===== config.mk =====
export PLATFORM = sky130hd
export DESIGN_NAME = sstf_disk_request_scheduler_top
export DESIGN_NICKNAME = d
export VERILOG_FILES = /design/src/hw/rtl/sstf_pkg.sv /design/src/hw/rtl/sstf_cell.sv /design/src/hw/rtl/sstf_disk_request_scheduler_top.sv
export VERILOG_INCLUDE_DIRS = /design/src /design/src/hw/rtl
export SDC_FILE = /design/constraint.sdc
export NUM_CORES = 2
export LEC_CHECK = 0
export ABC_AREA = 1
export BUFFER_PORTS_ARGS = -buffer_cell sky130_fd_sc_hd__buf_2
export CAP_MARGIN = 20
export CORE_MARGIN = 3
export CORE_UTILIZATION = 59
export DETAILED_ROUTE_END_ITERATION = 6
export PLACE_DENSITY = 0.78
export RECOVER_POWER = 100
export REMOVE_ABC_BUFFERS = 1
export SYNTH_ARGS = -nofsm -noshare
export SYNTH_HDL_FRONTEND = slang
export SYNTH_HIERARCHICAL = 1
export SYNTH_SLANG_ARGS = --single-unit

===== constraint.sdc =====
create_clock -name clk -period 4.8 [get_ports clk]
set_clock_uncertainty 0.15 [all_clocks]
set_input_delay 0.72 -clock clk [delete_from_list [all_inputs] [get_ports clk]]
set_output_delay 0.72 -clock clk [all_outputs]
set_load 0.05 [all_outputs]

===== src/hw/rtl/sstf_disk_request_scheduler_top_assert.svh =====
// ----------------------------------------------------------------------------
// SSTF scheduler assertion macros
// Concurrent assertion helpers, compiled out for synthesis.
// ----------------------------------------------------------------------------
`ifndef SSTF_DISK_REQUEST_SCHEDULER_TOP_ASSERT_SVH
`define SSTF_DISK_REQUEST_SCHEDULER_TOP_ASSERT_SVH

`ifndef SYNTHESIS

`define SSTF_ASSERT_IMPL(lbl, clk, rst_n, ante, cons) \
    lbl: assert property (@(posedge clk) disable iff (!rst_n) (ante) |-> (cons)) \
        else $error("sstf scheduler assertion failed");

`define SSTF_ASSERT_NEXT(lbl, clk, rst_n, ante, cons) \
    lbl: assert property (@(posedge clk) disable iff (!rst_n) (ante) |=> (cons)) \
        else $error("sstf scheduler assertion failed");

`else

`define SSTF_ASSERT_IMPL(lbl, clk, rst_n, ante, cons)

`define SSTF_ASSERT_NEXT(lbl, clk, rst_n, ante, cons)

`endif

`endif


===== src/hw/rtl/sstf_pkg.sv =====
// ----------------------------------------------------------------------------
// SSTF scheduler package
// Shared constants, register codes and cell control type.
// ----------------------------------------------------------------------------
`default_nettype none

package sstf_pkg;

    localparam int DEF_QUEUE_DEPTH    = 16;
    localparam int DEF_TRACK_BITS     = 16;
    localparam int DEF_REQUESTER_BITS = 4;

    localparam int CFG_W     = 5;
    localparam int CFG_IDX_W = 1;

    localparam logic [CFG_IDX_W-1:0] REG_MAX_QUEUE       = 1'b0;
    localparam logic [CFG_IDX_W-1:0] REG_REQUESTER_COUNT = 1'b1;

    localparam logic [CFG_W-1:0] RST_MAX_QUEUE       = 5'd4;
    localparam logic [CFG_W-1:0] RST_REQUESTER_COUNT = 5'd16;

    typedef struct packed {
        logic insert;
        logic clear;
    } cell_ctl_t;

endpackage

`default_nettype wire


===== src/hw/rtl/sstf_cell.sv =====
// ----------------------------------------------------------------------------
// SSTF queue cell
// One queue slot plus one stage of the nearest-track candidate chain.
// ----------------------------------------------------------------------------
`default_nettype none

module sstf_cell #(
    parameter int QUEUE_DEPTH    = sstf_pkg::DEF_QUEUE_DEPTH,
    parameter int TRACK_BITS     = sstf_pkg::DEF_TRACK_BITS,
    parameter int REQUESTER_BITS = sstf_pkg::DEF_REQUESTER_BITS,
    parameter int CELL_IDX       = 0
) (
    input  wire                                clk,
    input  wire                                rst_n,
    input  sstf_pkg::cell_ctl_t                ctl,
    input  wire                                free_in,
    output logic                               free_out,
    input  wire  [REQUESTER_BITS-1:0]          in_requester,
    input  wire  [TRACK_BITS-1:0]              in_track,
    input  wire                                in_final,
    input  wire  [TRACK_BITS-1:0]              head,
    input  wire                                prev_valid,
    input  wire  [TRACK_BITS-1:0]              prev_dist,
    input  wire  [$clog2(QUEUE_DEPTH)-1:0]     prev_age,
    input  wire  [$clog2(QUEUE_DEPTH)-1:0]     prev_idx,
    input  wire  [REQUESTER_BITS-1:0]          prev_requester,
    input  wire  [TRACK_BITS-1:0]              prev_track,
    input  wire                                prev_final,
    output logic                               cand_valid,
    output logic [TRACK_BITS-1:0]              cand_dist,
    output logic [$clog2(QUEUE_DEPTH)-1:0]     cand_age,
    output logic [$clog2(QUEUE_DEPTH)-1:0]     cand_idx,
    output logic [REQUESTER_BITS-1:0]          cand_requester,
    output logic [TRACK_BITS-1:0]              cand_track,
    output logic                               cand_final
);

    localparam int AGE_W = $clog2(QUEUE_DEPTH);
    localparam logic [AGE_W-1:0] AGE_MAX = AGE_W'(QUEUE_DEPTH - 1);
    localparam logic [AGE_W-1:0] MY_IDX  = AGE_W'(CELL_IDX);

    logic                      valid_reg;
    logic [REQUESTER_BITS-1:0] requester_reg;
    logic [TRACK_BITS-1:0]     track_reg;
    logic                      final_reg;
    logic [AGE_W-1:0]          age_reg;

    logic                      cand_valid_reg;
    logic [TRACK_BITS-1:0]     cand_dist_reg;
    logic [AGE_W-1:0]          cand_age_reg;
    logic [AGE_W-1:0]          cand_idx_reg;
    logic [REQUESTER_BITS-1:0] cand_requester_reg;
    logic [TRACK_BITS-1:0]     cand_track_reg;
    logic                      cand_final_reg;

    logic                      load;
    logic [TRACK_BITS-1:0]     own_dist;
    logic                      take_own;

    assign free_out = free_in | ~valid_reg;
    assign load     = ctl.insert & ~valid_reg & ~free_in;

    assign own_dist = (track_reg >= head) ? (track_reg - head) : (head - track_reg);
    assign take_own = valid_reg & (~prev_valid | (own_dist < prev_dist) |
                      ((own_dist == prev_dist) & (age_reg > prev_age)));

    // slot state
    always_ff @(posedge clk or negedge rst_n)
    begin
        if (!rst_n)
        begin
            valid_reg <= 1'b0;
        end
        else if (load)
        begin
            valid_reg <= 1'b1;
        end
        else if (ctl.clear)
        begin
            valid_reg <= 1'b0;
        end
    end

    always_ff @(posedge clk)
    begin
        if (load)
        begin
            requester_reg <= in_requester;
            track_reg     <= in_track;
            final_reg     <= in_final;
            age_reg       <= '0;
        end
        else if (ctl.insert && valid_reg && (age_reg < AGE_MAX))
        begin
            age_reg <= age_reg + AGE_W'(1);
        end
    end

    // candidate stage
    always_ff @(posedge clk or negedge rst_n)
    begin
        if (!rst_n)
        begin
            cand_valid_reg <= 1'b0;
        end
        else
        begin
            cand_valid_reg <= prev_valid | valid_reg;
        end
    end

    always_ff @(posedge clk)
    begin
        if (take_own)
        begin
            cand_dist_reg      <= own_dist;
            cand_age_reg       <= age_reg;
            cand_idx_reg       <= MY_IDX;
            cand_requester_reg <= requester_reg;
            cand_track_reg     <= track_reg;
            cand_final_reg     <= final_reg;
        end
        else
        begin
            cand_dist_reg      <= prev_dist;
            cand_age_reg       <= prev_age;
            cand_idx_reg       <= prev_idx;
            cand_requester_reg <= prev_requester;
            cand_track_reg     <= prev_track;
            cand_final_reg     <= prev_final;
        end
    end

    assign cand_valid     = cand_valid_reg;
    assign cand_dist      = cand_dist_reg;
    assign cand_age       = cand_age_reg;
    assign cand_idx       = cand_idx_reg;
    assign cand_requester = cand_requester_reg;
    assign cand_track     = cand_track_reg;
    assign cand_final     = cand_final_reg;

endmodule

`default_nettype wire


===== src/hw/rtl/sstf_disk_request_scheduler_top.sv =====
// ----------------------------------------------------------------------------
// SSTF disk request scheduler
// Bounded request queue serviced by shortest seek time first.
// ----------------------------------------------------------------------------
// Each request beat is queued in a row of slot cells, if one is free. While
// the queue holds at least min(live requesters, max_queue, QUEUE_DEPTH)
// entries, the entry nearest the head track is serviced (ties to the oldest
// entry) and sent out as one beat; the last beat caused by a request carries
// tlast. Each service waits while the nearest-track candidate travels the
// cell row one cell per cycle; output back-pressure adds to this. The next
// request is taken once the previous one has placed its last beat in the
// output register.
`default_nettype none

`include "sstf_disk_request_scheduler_top_assert.svh"

module sstf_disk_request_scheduler_top #(
    parameter int QUEUE_DEPTH    = sstf_pkg::DEF_QUEUE_DEPTH,
    parameter int TRACK_BITS     = sstf_pkg::DEF_TRACK_BITS,
    parameter int REQUESTER_BITS = sstf_pkg::DEF_REQUESTER_BITS,
    localparam int DATA_W        = ((REQUESTER_BITS + TRACK_BITS + 7) / 8) * 8
) (
    input  wire                           clk,
    input  wire                           rst_n,
    input  wire                           cfg_we,
    input  wire  [sstf_pkg::CFG_IDX_W-1:0] cfg_index,
    input  wire  [sstf_pkg::CFG_W-1:0]    cfg_data,
    input  wire                           s_tvalid,
    output logic                          s_tready,
    input  wire  [DATA_W-1:0]             s_tdata,  // requester, track
    input  wire                           s_tlast,  // final_request
    output logic                          m_tvalid,
    input  wire                           m_tready,
    output logic [DATA_W-1:0]             m_tdata,  // served_requester, served_track
    output logic                          m_tlast   // last_of_run
);

    localparam int AGE_W = $clog2(QUEUE_DEPTH);
    localparam int CNT_W = $clog2(QUEUE_DEPTH + 1);
    localparam int CW    = (CNT_W > sstf_pkg::CFG_W) ? CNT_W : sstf_pkg::CFG_W;

    localparam logic [1:0] ST_IDLE   = 2'd0;
    localparam logic [1:0] ST_CHECK  = 2'd1;
    localparam logic [1:0] ST_SEARCH = 2'd2;

    localparam logic [CNT_W-1:0] DEPTH_C = CNT_W'(QUEUE_DEPTH);

    logic [1:0]                  state_reg, state_next;
    logic [CNT_W-1:0]            count_reg, count_next;
    logic [CNT_W-1:0]            served_reg, served_next;
    logic [CNT_W-1:0]            timer_reg, timer_next;
    logic [sstf_pkg::CFG_W-1:0]  live_reg, live_next;
    logic [sstf_pkg::CFG_W-1:0]  max_queue_reg, max_queue_next;
    logic [TRACK_BITS-1:0]       head_reg, head_next;
    logic                        pend_valid_reg, pend_valid_next;
    logic [REQUESTER_BITS-1:0]   pend_requester_reg, pend_requester_next;
    logic [TRACK_BITS-1:0]       pend_track_reg, pend_track_next;
    logic                        out_valid_reg, out_valid_next;
    logic [DATA_W-1:0]           out_data_reg, out_data_next;
    logic                        out_last_reg, out_last_next;

    logic                        c_valid     [QUEUE_DEPTH+1];
    logic [TRACK_BITS-1:0]       c_dist      [QUEUE_DEPTH+1];
    logic [AGE_W-1:0]            c_age       [QUEUE_DEPTH+1];
    logic [AGE_W-1:0]            c_idx       [QUEUE_DEPTH+1];
    logic [REQUESTER_BITS-1:0]   c_requester [QUEUE_DEPTH+1];
    logic [TRACK_BITS-1:0]       c_track     [QUEUE_DEPTH+1];
    logic                        c_final     [QUEUE_DEPTH+1];
    logic                        free_chain  [QUEUE_DEPTH+1];

    logic                        accept;
    logic                        serve;
    logic                        out_free;
    logic                        more;
    logic [sstf_pkg::CFG_W-1:0]  thr_raw;
    logic [CW-1:0]               thr;

    assign accept   = s_tvalid & s_tready;
    assign s_tready = (state_reg == ST_IDLE);
    assign serve    = (state_reg == ST_SEARCH) && (timer_reg == DEPTH_C);
    assign out_free = ~out_valid_reg | m_tready;

    assign thr_raw = (live_reg < max_queue_reg) ? live_reg : max_queue_reg;
    assign thr     = (CW'(thr_raw) > CW'(QUEUE_DEPTH)) ? CW'(QUEUE_DEPTH) : CW'(thr_raw);
    assign more    = (count_reg != '0) && (CW'(count_reg) >= thr) && (served_reg < DEPTH_C);

    // head of the candidate chain
    assign c_valid[0]     = 1'b0;
    assign c_dist[0]      = '0;
    assign c_age[0]       = '0;
    assign c_idx[0]       = '0;
    assign c_requester[0] = '0;
    assign c_track[0]     = '0;
    assign c_final[0]     = 1'b0;
    assign free_chain[0]  = 1'b0;

    genvar gi;
    generate
        for (gi = 0; gi < QUEUE_DEPTH; gi++)
        begin : g_cell
            sstf_pkg::cell_ctl_t ctl;

            assign ctl.insert = accept;
            assign ctl.clear  = serve && (c_idx[QUEUE_DEPTH] == AGE_W'(gi));

            sstf_cell #(
                .QUEUE_DEPTH    (QUEUE_DEPTH),
                .TRACK_BITS     (TRACK_BITS),
                .REQUESTER_BITS (REQUESTER_BITS),
                .CELL_IDX       (gi)
            ) u_cell (
                .clk            (clk),
                .rst_n          (rst_n),
                .ctl            (ctl),
                .free_in        (free_chain[gi]),
                .free_out       (free_chain[gi+1]),
                .in_requester   (s_tdata[REQUESTER_BITS-1:0]),
                .in_track       (s_tdata[REQUESTER_BITS +: TRACK_BITS]),
                .in_final       (s_tlast),
                .head           (head_reg),
                .prev_valid     (c_valid[gi]),
                .prev_dist      (c_dist[gi]),
                .prev_age       (c_age[gi]),
                .prev_idx       (c_idx[gi]),
                .prev_requester (c_requester[gi]),
                .prev_track     (c_track[gi]),
                .prev_final     (c_final[gi]),
                .cand_valid     (c_valid[gi+1]),
                .cand_dist      (c_dist[gi+1]),
                .cand_age       (c_age[gi+1]),
                .cand_idx       (c_idx[gi+1]),
                .cand_requester (c_requester[gi+1]),
                .cand_track     (c_track[gi+1]),
                .cand_final     (c_final[gi+1])
            );
        end
    endgenerate

    always_comb
    begin
        state_next          = state_reg;
        count_next          = count_reg;
        served_next         = served_reg;
        timer_next          = timer_reg;
        live_next           = live_reg;
        max_queue_next      = max_queue_reg;
        head_next           = head_reg;
        pend_valid_next     = pend_valid_reg;
        pend_requester_next = pend_requester_reg;
        pend_track_next     = pend_track_reg;
        out_valid_next      = out_valid_reg & ~m_tready;
        out_data_next       = out_data_reg;
        out_last_next       = out_last_reg;

        case (state_reg)
            ST_IDLE:
            begin
                if (accept)
                begin
                    served_next = '0;
                    if (count_reg != DEPTH_C)
                    begin
                        count_next = count_reg + CNT_W'(1);
                    end
                    state_next = ST_CHECK;
                end
            end
            ST_CHECK:
            begin
                if (pend_valid_reg)
                begin
                    if (out_free)
                    begin
                        out_valid_next  = 1'b1;
                        out_data_next   = DATA_W'({pend_track_reg, pend_requester_reg});
                        out_last_next   = ~more;
                        pend_valid_next = 1'b0;
                        timer_next      = '0;
                        state_next      = more ? ST_SEARCH : ST_IDLE;
                    end
                end
                else
                begin
                    timer_next = '0;
                    state_next = more ? ST_SEARCH : ST_IDLE;
                end
            end
            ST_SEARCH:
            begin
                if (serve)
                begin
                    pend_valid_next     = 1'b1;
                    pend_requester_next = c_requester[QUEUE_DEPTH];
                    pend_track_next     = c_track[QUEUE_DEPTH];
                    head_next           = c_track[QUEUE_DEPTH];
                    if (c_final[QUEUE_DEPTH] && (live_reg != '0))
                    begin
                        live_next = live_reg - sstf_pkg::CFG_W'(1);
                    end
                    count_next  = count_reg - CNT_W'(1);
                    served_next = served_reg + CNT_W'(1);
                    state_next  = ST_CHECK;
                end
                else
                begin
                    timer_next = timer_reg + CNT_W'(1);
                end
            end
            default:
            begin
                state_next = ST_IDLE;
            end
        endcase

        if (cfg_we)
        begin
            case (cfg_index)
                sstf_pkg::REG_MAX_QUEUE:       max_queue_next = cfg_data;
                sstf_pkg::REG_REQUESTER_COUNT: live_next      = cfg_data;
                default:                       max_queue_next = max_queue_reg;
            endcase
        end
    end

    always_ff @(posedge clk or negedge rst_n)
    begin
        if (!rst_n)
        begin
            state_reg      <= ST_IDLE;
            count_reg      <= '0;
            served_reg     <= '0;
            timer_reg      <= '0;
            live_reg       <= sstf_pkg::RST_REQUESTER_COUNT;
            max_queue_reg  <= sstf_pkg::RST_MAX_QUEUE;
            head_reg       <= '0;
            pend_valid_reg <= 1'b0;
            out_valid_reg  <= 1'b0;
        end
        else
        begin
            state_reg      <= state_next;
            count_reg      <= count_next;
            served_reg     <= served_next;
            timer_reg      <= timer_next;
            live_reg       <= live_next;
            max_queue_reg  <= max_queue_next;
            head_reg       <= head_next;
            pend_valid_reg <= pend_valid_next;
            out_valid_reg  <= out_valid_next;
        end
    end

    always_ff @(posedge clk)
    begin
        pend_requester_reg <= pend_requester_next;
        pend_track_reg     <= pend_track_next;
        out_data_reg       <= out_data_next;
        out_last_reg       <= out_last_next;
    end

    assign m_tvalid = out_valid_reg;
    assign m_tdata  = out_data_reg;
    assign m_tlast  = out_last_reg;

    `SSTF_ASSERT_IMPL(a_count_bound, clk, rst_n, 1'b1, count_reg <= DEPTH_C)
    `SSTF_ASSERT_IMPL(a_serve_has_winner, clk, rst_n, serve, c_valid[QUEUE_DEPTH])
    `SSTF_ASSERT_IMPL(a_search_nonempty, clk, rst_n, state_reg == ST_SEARCH, count_reg != '0)
    `SSTF_ASSERT_NEXT(a_serve_to_check, clk, rst_n, serve, state_reg == ST_CHECK && pend_valid_reg)

endmodule

`default_nettype wire

==> summary.md <==
| Metric | Value |
|---|---|
| Initial core utilization | `59.4%` |
| Final slew viol count | `585` |
| Via density | `5.36` |
| Clk_lat worst skew | `770 ps` |
| Count of final setup violators | `0` |
| Type of the worst setup path | `register to register` |
| Area delta synth->final | `9.36%` |
| P_leak | `48.5 nW` |
| Max rail drop VDD | `589 uV` |
| Switching Power | `0.0284 W` |
| P per Cell Area | `654 mW/mm^2` |
| Failing checks | `capacitance limit, slew limit` |
| Cell repeated most along the worst path | `nand2_1` |
| Final min period | `4610 ps` |
| Gpl congestion | `0.983` |
| Boundary Pins | `63` |
| Fmax achieved | `217 MHz` |
| Largest net degree at the start of global routing | `59` |
| First-pass GRT wire length | `413000 um` |
| Worst Max-Slew Pin Slew | `3380 ps` |
| Post-layout total power | `0.0602 W` |
| Ratio of final minimum period to clock period | `96.0%` |
| Aggregate routed wire length | `276000 um` |
| Worst-case clock buffer depth | `3` |
| Antenna violations before repair | `14` |
| CP max FO | `24` |
| Core area | `0.142 sq mm` |
| Layout cells sized above 1 | `8.62%` |
| CTS Root Cell | `clkbuf_16` |
| CP peak stage delay | `460 ps` |
| Average size of a mapped cell | `7.09 sq um` |
| Combinational share of power | `54.2%` |
| Row Count | `138` |
| RSZ-0062 raised after global routing | `true` |
| CTS Buf Count | `135` |
| # fillers | `12600` |
| Via count | `75900` |
| Width of the die | `384 um` |
| Area taken by multi-input logic gates | `0.0456 sq mm` |
| H-tree depth | `4` |
| Clock sinks | `1217` |
| Slowest CP cell | `fa_1` |
| Internal power | `0.0318 W` |
| Setup TNS | `0 ps` |
| Post-route ant nets | `0` |
| Die area | `0.147 sq mm` |
| Setup WS pre-CTS | `92.3 ps` |
| Vias in the first global route | `72300` |
| Routed length per instance | `19.5 um` |
| Outcome | `complete, but fails checks` |
| Drt drc | `0` |
| Worst relative slew slack | `-125%` |
| Critical Path End Type | `register` |
| Register area | `0.0285 sq mm` |
| Max Cap Viol | `26` |
| Chip height | `384 um` |
| Clock share of power | `18.0%` |
| Post-synthesis cell count | `11900` |
| Nets | `13000` |
| First-pass DRT Iterations | `7` |
| Dpl hpwl | `210000 um` |
| Critical Path AT | `5110 ps` |
| Req. time, crit path | `5300 ps` |
| Initial DRC Count | `7333` |
| # port buffers | `54` |
| Post-Syn Area | `0.0843 sq mm` |
| Sw Ratio | `47.2%` |
| Setup WS post-layout | `190 ps` |
| Worst-path clk slew | `60 ps` |
| GRT Util Overall | `36.7%` |
| GRT overflow | `0` |
| Ys Warns | `6` |
| Worst Hold Class | `primary input to register` |
| Setup crit start kind | `register` |
| Sequential power share | `27.8%` |
| TritonCTS clock tree | `yes` |
| Final Hold Fails | `0` |
[power groups by stage]
stage / Clock [W] / Combinational [W] / Sequential (W)
after floorplan: 0 / 0.0202 / 0.0157
after global placement: 0 / 0.0309 / 0.0168
after detailed placement: 0 / 0.0318 / 0.0169
after CTS: 0.0110 / 0.0321 / 0.0167
after global routing: 0.0114 / 0.0362 / 0.0170
final: 0.0109 / 0.0326 / 0.0168
[worst paths after layout]
| check | from | end | slack, ps | cells past startpoint |
|---|---|---|---|---|
| setup reg to reg | head_reg[0] | g_cell[10].u_cell/cand_track[7] | 190 | 27 |
| hold / removal | cfg_data[2] | live_reg[2] | 60 | 3 |
| hold reg to reg | g_cell[15].u_cell/cand_requester[3] | pend_requester_reg[3] | 250 | 0 |
| setup / recovery | head_reg[0] | g_cell[10].u_cell/cand_track[7] | 190 | 27 |
| min in group asynchronous | rst_n | g_cell[14].u_cell/cand_valid | 1300 | 2 |
| max in group asynchronous | rst_n | g_cell[7].u_cell/cand_valid | 810 | 3 |
[repair_timing]
| action | CTS | global route |
|---|---|---|
| gates resized for setup | 0 | 22 |
| hold buffers | 5 | 0 |
| setup endpoints to repair | 0 | 168 |
| buffers inserted | 0 | 2 |
| hold endpoints to repair | 49 | 0 |
[cell type report]
cell class / instances / area share [%]
Antenna cell: 29 / 0.0788
Clock buffer: 183 / 4.27
Clock inverter: 68 / 0.807
Inverter: 2176 / 8.87
Multi-Input combinational cell: 8263 / 49.5
Sequential cell: 1217 / 31.0
Tap cell: 1890 / 2.57
Timing Repair Buffer: 313 / 2.91
[worst max-delay path, delay by kind of cell (launching register included)]
kind	cells	cell delay, ps
DFF	1	440
adders and majority gates	3	1010
AOI/OAI and AO/OA	2	310
and+or+nand+nor	15	1590
buffers and inverters	7	1000
[through the flow]
stage	cell area, sq um	hold WS [ps]	instances	util [%]
after floorplan	82400	236	11700	-
after global placement	87500	240	13800	61.7
after detailed placement	87500	239	13800	61.7
after CTS	92200	13.1	14100	65.1
after global routing	92100	56.5	14100	64.9
final	92100	57.3	14100	65.0
[cell usage in the layout, fill, tap and decap left out, types with 153 or more instances in the layout]
cell	instances
nand2_1	4251
inv_1	2096
ha_1	848
dfxtp_1	764
nand3_1	725
nor2_1	425
a21oi_1	412
edfxtp_1	377
o21ai_0	373
buf_4	166
xor2_1	154
o21ai_1	153
[layer usage]
layer  routed length [um]  vias up  share of wire [%]  GRT usage [%]
li1                     -    37200                  -              -
met1               106000    34700                 38           43.8
met2               128000     3209                 46           60.9
met3                22100      724                8.0           5.93
met4                19400        2                7.0           24.2
met5                   13        -             0.0047              0
Note: power is estimated with default switching activity, not from simulation.
